==> src/rtl/core/rtlm_pkg.sv <==
// ----------------------------------------------------------------------------
// rtlm_pkg
// Types and fixed constants of the radial taper land mask core.
// ----------------------------------------------------------------------------
package rtlm_pkg;

  localparam int COORD_W  = 10;
  localparam int NOISE_W  = 17;
  localparam int LEVEL_W  = 8;
  localparam int SIDE_W   = 11;

  // Doubled offsets from the center, their squared sum, the radicand.
  localparam int DX_W     = 11;
  localparam int SQ_W     = 2 * DX_W + 1;
  localparam int FRAC_W   = 16;
  localparam int RAD_W    = 40;
  localparam int ROOT_W   = RAD_W / 2;
  localparam int REM_W    = ROOT_W + 2;

  // Span is side in Q.8, quotient is the taper fraction in Q0.16.
  localparam int SPAN_W   = SIDE_W + 8;
  localparam int QUOT_W   = 16;
  localparam int TAPER_W  = QUOT_W + 1;
  localparam int PROD_W   = NOISE_W + TAPER_W;

  localparam int SQRT_PER_STAGE = 2;
  localparam int SQRT_STAGES    = ROOT_W / SQRT_PER_STAGE;
  localparam int DIV_PER_STAGE  = 2;
  localparam int DIV_STAGES     = QUOT_W / DIV_PER_STAGE;

  // Registers from the accepting edge to the result strobe, inclusive.
  localparam int LATENCY = 2 + SQRT_STAGES + 2 + DIV_STAGES + 2;

  localparam logic [NOISE_W-1:0] ONE_Q16    = NOISE_W'(65536);
  localparam logic [LEVEL_W-1:0] LAND_LEVEL = LEVEL_W'(127);
  localparam logic [LEVEL_W-1:0] GREY_MAX   = LEVEL_W'(255);
  localparam logic [SIDE_W-1:0]  SIDE_MIN   = SIDE_W'(2);
  localparam logic [SIDE_W-1:0]  SIDE_RESET = SIDE_W'(1024);

  typedef struct packed {
    logic [COORD_W-1:0] row;
    logic [COORD_W-1:0] column;
    logic [NOISE_W-1:0] noise;
  } pixel_t;

  typedef struct packed {
    logic [LEVEL_W-1:0] level;
    logic               is_land;
  } result_t;

endpackage

==> src/rtl/core/radial_taper_land_mask_core.sv <==
// ----------------------------------------------------------------------------
// radial_taper_land_mask_core
// Radial falloff mask: grey level and land flag for one map pixel.
// ----------------------------------------------------------------------------
// Usage:
//   Input channel: drive pixel (row, column, noise in Q1.16) with start high;
//   the transaction is taken at an edge where start is high and busy is low.
//   busy is high only during reset, so a pixel can enter every cycle.
//   Result channel: done is high for one cycle with result (level, is_land);
//   the receiver takes it then and cannot hold it off, so nothing stalls.
//   Configuration: side_we with side_wdata writes the map side. The value is
//   clamped to [2, MAX_SIDE] (MAX_SIDE capped at 2047) when stored. Write
//   only while no pixel is in flight.
//   Depth: 24 registers from the accepting edge to done, inclusive.
//   Throughput: one pixel per cycle outside reset, set by the pipeline stage
//   rate; the square root retires two root bits per stage over ten stages
//   and the taper divider two quotient bits per stage over eight stages.
//   Reset: clears every valid bit and done, and sets the side to 1024
//   (clamped to MAX_SIDE). Pixels in flight at reset are dropped.
// ----------------------------------------------------------------------------
module radial_taper_land_mask_core
  import rtlm_pkg::*;
#(
  parameter int MAX_SIDE = 1024
) (
  input  logic              clk,
  input  logic              rst,
  input  logic              start,
  output logic              busy,
  input  pixel_t            pixel,
  input  logic              side_we,
  input  logic [SIDE_W-1:0] side_wdata,
  output logic              done,
  output result_t           result
);

  localparam int SIDE_TOP = (1 << SIDE_W) - 1;
  localparam int CAP_INT  = (MAX_SIDE > SIDE_TOP) ? SIDE_TOP : MAX_SIDE;
  localparam logic [SIDE_W-1:0] SIDE_CAP = CAP_INT[SIDE_W-1:0];

  typedef struct packed {
    logic [RAD_W-1:0]   rad;
    logic [REM_W-1:0]   rem;
    logic [ROOT_W-1:0]  root;
    logic [NOISE_W-1:0] noise;
  } sqrt_stage_t;

  typedef struct packed {
    logic [SPAN_W-1:0]  rem;
    logic [QUOT_W-1:0]  quot;
    logic               sat;
    logic [NOISE_W-1:0] noise;
  } div_stage_t;

  function automatic logic [SIDE_W-1:0] clamp_side(input logic [SIDE_W-1:0] s);
    logic [SIDE_W-1:0] v;
    v = s;
    if (v < SIDE_MIN) v = SIDE_MIN;
    if (v > SIDE_CAP) v = SIDE_CAP;
    return v;
  endfunction

  function automatic logic [DX_W-1:0] center_dist(input logic [COORD_W-1:0] c,
                                                  input logic [SIDE_W-1:0]  s);
    logic [DX_W-1:0] twice;
    twice = {c, 1'b0};
    return (twice >= s) ? (twice - s) : (s - twice);
  endfunction

  // One restoring square root step: bring down two radicand bits.
  function automatic sqrt_stage_t sqrt_step(input sqrt_stage_t cur);
    sqrt_stage_t     nxt;
    logic [REM_W-1:0] rem_sh;
    logic [REM_W-1:0] trial;
    nxt    = cur;
    rem_sh = {cur.rem[REM_W-3:0], cur.rad[RAD_W-1 -: 2]};
    trial  = {cur.root, 2'b01};
    nxt.rad = {cur.rad[RAD_W-3:0], 2'b00};
    if (rem_sh >= trial) begin
      nxt.rem  = rem_sh - trial;
      nxt.root = {cur.root[ROOT_W-2:0], 1'b1};
    end else begin
      nxt.rem  = rem_sh;
      nxt.root = {cur.root[ROOT_W-2:0], 1'b0};
    end
    return nxt;
  endfunction

  // One restoring division step; remainder stays below span.
  function automatic div_stage_t div_step(input div_stage_t cur,
                                          input logic [SPAN_W-1:0] span_in);
    div_stage_t       nxt;
    logic [SPAN_W:0]  r2;
    logic [SPAN_W:0]  diff;
    nxt  = cur;
    r2   = {cur.rem, 1'b0};
    diff = r2 - {1'b0, span_in};
    if (r2 >= {1'b0, span_in}) begin
      nxt.rem  = diff[SPAN_W-1:0];
      nxt.quot = {cur.quot[QUOT_W-2:0], 1'b1};
    end else begin
      nxt.rem  = r2[SPAN_W-1:0];
      nxt.quot = {cur.quot[QUOT_W-2:0], 1'b0};
    end
    return nxt;
  endfunction

  logic [SIDE_W-1:0] side;
  logic [SPAN_W-1:0] span;
  logic              accept;

  assign busy   = rst;
  assign accept = start && !busy;
  assign span   = {side, 8'b0};

  always_ff @(posedge clk) begin
    if (rst) begin
      side <= clamp_side(SIDE_RESET);
    end else if (side_we) begin
      side <= clamp_side(side_wdata);
    end
  end

  // Stage A: doubled center offsets, noise saturation.
  logic               a_valid;
  logic [DX_W-1:0]    a_dx;
  logic [DX_W-1:0]    a_dy;
  logic [NOISE_W-1:0] a_noise;

  always_ff @(posedge clk) begin
    if (rst) begin
      a_valid <= 1'b0;
    end else begin
      a_valid <= accept;
    end
    a_dx    <= center_dist(pixel.row, side);
    a_dy    <= center_dist(pixel.column, side);
    a_noise <= (pixel.noise > ONE_Q16) ? ONE_Q16 : pixel.noise;
  end

  // Stage B: squared distance, loaded as the radicand of the root pipeline.
  logic              sq_v [SQRT_STAGES+1];
  sqrt_stage_t       sq_s [SQRT_STAGES+1];
  logic [2*DX_W-1:0] dx2;
  logic [2*DX_W-1:0] dy2;
  logic [SQ_W-1:0]   sq_sum;

  assign dx2    = (2*DX_W)'(a_dx) * (2*DX_W)'(a_dx);
  assign dy2    = (2*DX_W)'(a_dy) * (2*DX_W)'(a_dy);
  assign sq_sum = {1'b0, dx2} + {1'b0, dy2};

  always_ff @(posedge clk) begin
    if (rst) begin
      sq_v[0] <= 1'b0;
    end else begin
      sq_v[0] <= a_valid;
    end
    sq_s[0].rad   <= {{(RAD_W - SQ_W - FRAC_W){1'b0}}, sq_sum, {FRAC_W{1'b0}}};
    sq_s[0].rem   <= '0;
    sq_s[0].root  <= '0;
    sq_s[0].noise <= a_noise;
  end

  for (genvar g = 0; g < SQRT_STAGES; g++) begin : g_sqrt
    sqrt_stage_t nxt;

    always_comb begin
      nxt = sq_s[g];
      for (int j = 0; j < SQRT_PER_STAGE; j++) begin
        nxt = sqrt_step(nxt);
      end
    end

    always_ff @(posedge clk) begin
      if (rst) begin
        sq_v[g+1] <= 1'b0;
      end else begin
        sq_v[g+1] <= sq_v[g];
      end
      sq_s[g+1] <= nxt;
    end
  end

  // Stage T1: distance inside the span, zero taper outside the circle.
  logic               t1_valid;
  logic [SPAN_W-1:0]  t1_gap;
  logic [NOISE_W-1:0] t1_noise;
  logic [ROOT_W-1:0]  dq;

  assign dq = sq_s[SQRT_STAGES].root;

  always_ff @(posedge clk) begin
    if (rst) begin
      t1_valid <= 1'b0;
    end else begin
      t1_valid <= sq_v[SQRT_STAGES];
    end
    if (dq >= ROOT_W'(span)) begin
      t1_gap <= '0;
    end else begin
      t1_gap <= span - dq[SPAN_W-1:0];
    end
    t1_noise <= sq_s[SQRT_STAGES].noise;
  end

  // Stage T2: triple the gap; saturate once it reaches the span.
  logic              dv_v [DIV_STAGES+1];
  div_stage_t        dv_s [DIV_STAGES+1];
  logic [SPAN_W+1:0] gap3;

  assign gap3 = {1'b0, t1_gap, 1'b0} + {2'b00, t1_gap};

  always_ff @(posedge clk) begin
    if (rst) begin
      dv_v[0] <= 1'b0;
    end else begin
      dv_v[0] <= t1_valid;
    end
    dv_s[0].sat   <= (gap3 >= {2'b00, span});
    dv_s[0].rem   <= (gap3 >= {2'b00, span}) ? '0 : gap3[SPAN_W-1:0];
    dv_s[0].quot  <= '0;
    dv_s[0].noise <= t1_noise;
  end

  for (genvar g = 0; g < DIV_STAGES; g++) begin : g_div
    div_stage_t nxt;

    always_comb begin
      nxt = dv_s[g];
      for (int j = 0; j < DIV_PER_STAGE; j++) begin
        nxt = div_step(nxt, span);
      end
    end

    always_ff @(posedge clk) begin
      if (rst) begin
        dv_v[g+1] <= 1'b0;
      end else begin
        dv_v[g+1] <= dv_v[g];
      end
      dv_s[g+1] <= nxt;
    end
  end

  // Stage M: noise times taper.
  logic               m_valid;
  logic [PROD_W-1:0]  m_prod;
  logic [TAPER_W-1:0] taper;

  assign taper = dv_s[DIV_STAGES].sat ? ONE_Q16 : {1'b0, dv_s[DIV_STAGES].quot};

  always_ff @(posedge clk) begin
    if (rst) begin
      m_valid <= 1'b0;
    end else begin
      m_valid <= dv_v[DIV_STAGES];
    end
    m_prod <= PROD_W'(dv_s[DIV_STAGES].noise) * PROD_W'(taper);
  end

  // Stage O: scale by 255, keep the integer part.
  logic [PROD_W+7:0]  scaled;
  logic [PROD_W-25:0] grey;
  logic [LEVEL_W-1:0] level;

  assign scaled = {m_prod, 8'b0} - {8'b0, m_prod};
  assign grey   = scaled[PROD_W+7:32];
  assign level  = (grey > {{(PROD_W-24-LEVEL_W){1'b0}}, GREY_MAX}) ? GREY_MAX
                                                                 : grey[LEVEL_W-1:0];

  always_ff @(posedge clk) begin
    if (rst) begin
      done <= 1'b0;
    end else begin
      done <= m_valid;
    end
    result.level   <= level;
    result.is_land <= (level >= LAND_LEVEL);
  end

endmodule

==> config.mk <==
export PLATFORM = sky130hd
export DESIGN_NAME = radial_taper_land_mask_core
export DESIGN_NICKNAME = d
export VERILOG_FILES = /design/src/rtl/core/rtlm_pkg.sv /design/src/rtl/core/radial_taper_land_mask_core.sv
export SDC_FILE = /design/constraint.sdc
export NUM_CORES = 2
export LEC_CHECK = 0
export BUFFER_PORTS_ARGS = -buffer_cell sky130_fd_sc_hd__clkbuf_2
export CORE_UTILIZATION = 55
export CTS_CLUSTER_DIAMETER = 100
export CTS_CLUSTER_SIZE = 28
export DETAILED_ROUTE_END_ITERATION = 10
export GPL_TIMING_DRIVEN = 0
export PLACE_DENSITY = 0.71
export SYNTH_ARGS = -nofsm -noshare
export SYNTH_HDL_FRONTEND = slang
export SYNTH_SLANG_ARGS = --single-unit
==> constraint.sdc <==
create_clock -name clk -period 16.95 [get_ports clk]
set_clock_uncertainty 0.05 [all_clocks]
set_input_delay 1.695 -clock clk [delete_from_list [all_inputs] [get_ports clk]]
set_output_delay 1.695 -clock clk [all_outputs]
set_load 0.01 [all_outputs]
* Word level (Yosys, flattened, before mapping)
Memories as Yosys holds them, arrays and structs flattened. A register that Yosys moved wholly into a read port is not among the register bits.
Cells that the tools add are included.
** Storage, ports and cells
- Register bits :: 131
- Latch bits :: 0
- Bits in writable memories :: 1542
- Bits in read-only memories :: 0
- Input port bits :: 52
- Output and inout bits :: 11
- Memories kept :: 4
** Operators by class
- Add/subtract/negate cells :: 44
- Multipliers :: 3
- Divide/modulo/power cells :: 0
- Order comparisons :: 45
- Eq/ne operators :: 0
- Shift operators :: 0
- Muxes and demuxes :: 68
- Bitwise operators :: 20
- Reductions and logical operators :: 2
** Memory list
- sq_s :: words 11, bits a word 95, read ports 11, clocked after Yosys merged registers in 0, write ports 11, line radial_taper_land_mask_core.sv:143 : sqrt_stage_t sq_s [SQRT_STAGES+1];
- dv_s :: words 9, bits a word 53, read ports 9, clocked after Yosys merged registers in 0, write ports 9, line radial_taper_land_mask_core.sv:208 : div_stage_t dv_s [DIV_STAGES+1];
- sq_v :: words 11, bits a word 1, read ports 11, clocked after Yosys merged registers in 1, write ports 11, line radial_taper_land_mask_core.sv:142 : logic sq_v [SQRT_STAGES+1];
- dv_v :: words 9, bits a word 1, read ports 9, clocked after Yosys merged registers in 1, write ports 9, line radial_taper_land_mask_core.sv:207 : logic dv_v [DIV_STAGES+1];
** Operator list (number)
- two-way mux 35 bit :: 16
- >= comparator 22 bit :: 20
- two-way mux 42 bit :: 10
- two-way mux 40 bit :: 10
- >= comparator 20 x 19 -> 1 bit :: 17
- subtractor 19 bit :: 17
- subtractor 22 bit :: 10
- subtractor 20 bit :: 10
- two-way mux 11 bit :: 6
- multiplier 11 x 11 -> 22 bit :: 2
- subtractor 11 bit :: 4
- subtractor 42 x 34 -> 42 bit :: 1
- multiplier 17 x 17 -> 34 bit :: 1
- adder 22 x 22 -> 23 bit :: 1
- two-way mux 1 bit :: 23
- >= comparator 11 bit :: 2
- adder 20 x 19 -> 21 bit :: 1
- >= comparator 21 x 19 -> 1 bit :: 1
- bitwise OR 1 bit :: 20
- two-way mux 19 bit :: 1
- > comparator 17 bit, second input constant :: 1
- two-way mux 17 bit :: 1
- > comparator 11 bit, second input constant :: 1
- less-than comparator 11 x 2 -> 1 bit, second input constant :: 1
- 5 further kinds :: 5

* Longest topological paths before layout
- Depth in word-level cells :: 6
- Gate-level depth with buffers :: 27
- Depth with buffers taken out :: 25

* Worst setup path before layout
No wires, ideal clock.
- Kind :: reg2reg
- Start :: register side[1]
- End :: memory dv_s[0][150] (netlist bit)
- Library setup time :: 0.121 ns
- Data arrival time :: 6.495 ns
- Required time :: 16.779 ns
- Setup slack :: 10.284 ns
- Stages on the path, launching flop included :: 27
- Path buffers :: 3
- Clock period less this slack :: 6.666 ns
- Cells stage by stage :: dfxtp_1 -> clkbuf_1 -> inv_1 -> fa_1 -> a21o_1 -> a21oi_1 -> o21bai_1 -> a21oi_1 -> o21bai_1 -> a21oi_1 -> o211a_1 -> nor2b_1 -> buf_1 -> mux2_2 -> fa_1 -> nor2b_1 -> o21ai_0 -> a21boi_0 -> o21ai_0 -> a21boi_0 -> o21ai_0 -> a21boi_0 -> o31ai_1 -> and3_1 -> inv_1 -> clkbuf_1 -> mux2_2
** RTL lines
- start, declared :: line radial_taper_land_mask_core.sv:108 : logic [SIDE_W-1:0] side;
- start signal, assigned :: line radial_taper_land_mask_core.sv:118 : side <= clamp_side(SIDE_RESET);
- start signal, assigned :: line radial_taper_land_mask_core.sv:120 : side <= clamp_side(side_wdata);
- end, declared :: line radial_taper_land_mask_core.sv:208

==> metrics.md <==
| Metric | Value |
|---|---|
| Status | `complete, no violations` |
| Hpwl dp | `112 mm` |
| H-Tree Depth | `2` |
| Max Clock Freq | `0.103 GHz` |
| Die ar. | `120,000 sq um` |
| Fraction of layout cells with a size suffix above 1 | `0.0543` |
| Commonest non-fill, non-tap cells in the layout | `dfxtp_1 (1,029), inv_1 (946), ha_1 (701)` |
| Global-route wire length before repair | `236 mm` |
| Final cell count without fillers | `8,657` |
| IO buf count | `62` |
| Syn Nets | `8,167` |
| Crit Path Max Fanout | `17` |
| Worst slew margin | `0.0978` |
| Placed Cells | `8,591` |
| Yosys top cell area share | `0.317` |
| Avg Vias per Cell | `5.50` |
| Final wirelength | `142 mm` |
| R2r setup slk | `7.21 ns` |
| CTS tree | `done` |
| Period minus WS final | `9.74 ns` |
| Post-synth EDFFs | `0` |
| Cts hold-fix bufs | `0` |
| # fillers | `10,200` |
| Fin. Hold Viols | `0` |
| RSZ-0062 raised after global routing | `no` |
| Worst R2R End | `dv_s[0][315]` |
| Min-delay src | `dv_s[0][344]` |
| Post-synth top area cell | `dfxtp_1` |
| Worst endpoint required time | `17.45 ns` |
| Via count | `47,600` |
| Startpoint Class | `flip-flop` |
| Worst hold stages | `0` |
| Number of diodes | `0` |
| Largest net degree at the start of global routing | `29` |
| Asr flop ratio synth | `0` |
| PostCTS Resize Cnt | `0` |
| Final setup vio count | `0` |
| Pre-antenna DRT Iters | `6` |
| Clock buffer depth | `3` |
| Setup Fix Bufs, Post-CTS | `0` |
| CTS clk-pin slew, worst paths | `0.10 ns` |
| Final cycle utilization of the critical path | `0.575` |
| Avg Cell Area, Syn | `9.29 sq um` |
| Slew of the pin with the lowest slew margin | `1.35 ns` |
| Num Clock Sinks | `1,029` |
| IO Pins | `63` |
| Total track usage | `0.238` |
| Worst-Skew Late Latency | `0.69 ns` |
| R2R cell count | `24` |
| Netlist cell types | `109` |
| RR Startpoint | `side[0]` |
| Synth Warn # | `0` |
| Critical path capture point type | `flip-flop` |
| Mapped Cells | `7,004` |
| Clock buffer count from CTS | `48` |
| Routed wire per std cell | `16.4 um` |
| FP Rows | `125` |
| Initial antenna violation count | `3` |
| Placeable Area | `117,000 sq um` |
| Die Ht | `346 um` |
| Vias in the first global route | `47,000` |
| Syn-to-layout area delta | `5.74%` |
| Max-slew violation count | `0` |
| Routability-driven placement congestion ratio | `0.922` |
| Gr ovfl total | `0` |
| Sequential share of the synthesized area | `0.317` |
| Setup_tns | `0 ns` |
| Hold/Removal Path Class | `flip-flop to flip-flop` |
| Root Buffer | `clkbuf_16` |
| Fin nets | `8,280` |
| Data arrival, critical path | `10.24 ns` |
| Die width | `346 um` |
| Hold Path Sink | `dv_s[0][399]` |
| Top area cells in the synthesized netlist | `dfxtp_1 (32%), ha_1 (13%), fa_1 (13%)` |
| MaxCap Viol Count | `0` |
| Cell area after synthesis | `65,100 sq um` |
| Initial Util | `0.558` |
| Most common library cell in the layout ignoring fill and taps | `dfxtp_1` |
| Initial DRC Count | `3,072` |
| Setup CP Type | `flip-flop to flip-flop` |
| Post-route ant nets | `0` |
| Primary FF master, synth | `dfxtp_1` |
| Yosys reg bits | `1,029` |
| DR DRC count | `0` |
==> kinds of logic (layout without fill, tap and decap cells) <==
kind of cell | after synthesis | after routing | synth area share
AND/OR/NAND/NOR | 1900 | 1900 | 0.145
adder cells (fa/ha/maj) | 1111 | 1111 | 0.261
flip-flops | 1029 | 1029 | 0.317
XOR/XNOR | 379 | 379 | 0.0510
buffers and inverters | 1100 | 1229 | 0.0641
other | 1 | 1 | 0.0000576
AO/OA/AOI/OAI | 1286 | 1286 | 0.128
multiplexers | 198 | 198 | 0.0335
==> metrics by stage <==
step                      cell area (sq um)  setup slack, ns  hold slack, ns   util
after global routing                  68800             6.60           0.270  0.590
after floorplan                       65100            10.28           0.260      -
after CTS                             68800             7.15           0.256  0.590
after detailed placement              67300             7.19           0.262  0.577
after global placement                67300             7.19           0.260  0.577
final                                 68800             7.21           0.261  0.590
==> cell type report <==
| cell class | instances | area [sq um] | area share |
|---|---|---|---|
| buffer | 146 | 588 | 0.00855 |
| multi-input combinational | 4875 | 40300 | 0.586 |
| sequential | 1029 | 20600 | 0.299 |
| clock inverter | 17 | 283 | 0.00411 |
| timing repair buffer | 63 | 338 | 0.00491 |
| tap | 1524 | 1910 | 0.0277 |
| inverter | 954 | 3590 | 0.0521 |
| clock buffer | 49 | 1200 | 0.0175 |
==> critical path, cell delays in order (launching register included) <==
cell      delay, ns
dfxtp_1        1.16
clkbuf_1       0.67
clkbuf_1       0.80
clkinv_1       1.06
fa_1           0.78
a21o_1         0.18
a21oi_1        0.22
o21ai_0        0.11
a21oi_1        0.23
o21ai_0        0.14
a21o_1         0.23
a211oi_1       0.86
clkbuf_1       0.54
nor2_1         0.12
ha_1           0.23
o21bai_1       0.18
a21o_1         0.22
a21o_1         0.20
a21o_1         0.18
a21o_1         0.20
a31oi_1        0.24
o21ai_0        0.16
nand2_1        0.13
nand2_1        0.28
mux2_2         0.39
==> worst max-delay path by stage <==
stage | from | end | slack, ns | cells after the start
4_1_cts | side[0] | dv_s[0][315] | 7.15 | 24
6_report | side[0] | dv_s[0][315] | 7.21 | 24
5_1_grt | side[0] | dv_s[0][315] | 6.60 | 24
3_5_place_dp | side[0] | dv_s[0][310] | 7.19 | 24
2_1_floorplan | side[1] | dv_s[0][150] | 10.28 | 26
3_3_place_gp | side[0] | dv_s[0][315] | 7.19 | 24
==> sequential cells by signal, indices dropped and copies added (netlist names) <==
name      flops
sq_s        535
dv_s        342
m_prod       34
t1_gap       19
a_noise      17
t1_noise     17
a_dy         11
side         11
sq_v         11
a_dx         10
dv_v          9
result        9
a_valid       1
done          1
m_valid       1
t1_valid      1
==> metal layers <==
layer,vias up,wire length (um),track usage
met5,-,0,0
met4,0,3940,0.0668
met3,201,6630,0.0293
met2,975,63200,0.382
met1,22800,68600,0.336
li1,23700,-,-
==> synthesized netlist by cell type (15+ instances only) <==
cell,number
nor2b_1,127
o21ai_0,273
nand2b_1,49
mux2_2,154
o41ai_1,15
o211ai_1,41
nor2_1,462
or4_1,19
inv_1,950
a211oi_1,40
nand3_1,88
a21o_1,141
xnor2_1,252
ha_1,701
and2_1,196
or3_1,36
a31o_2,16
a21oi_1,347
a21boi_0,61
dfxtp_1,1029
nor3_1,109
xor2_1,127
o21bai_1,47
and3_1,31
nor4_1,47
nand4_1,70
mux2i_1,42
o31ai_1,32
a31oi_1,39
clkbuf_1,123
fa_1,410
nand2_1,543
a211o_1,15
or2_2,28
o21a_1,64
Power is not shown: default switching activity piles up to over one toggle a cycle in this logic, so the estimate is an artifact.
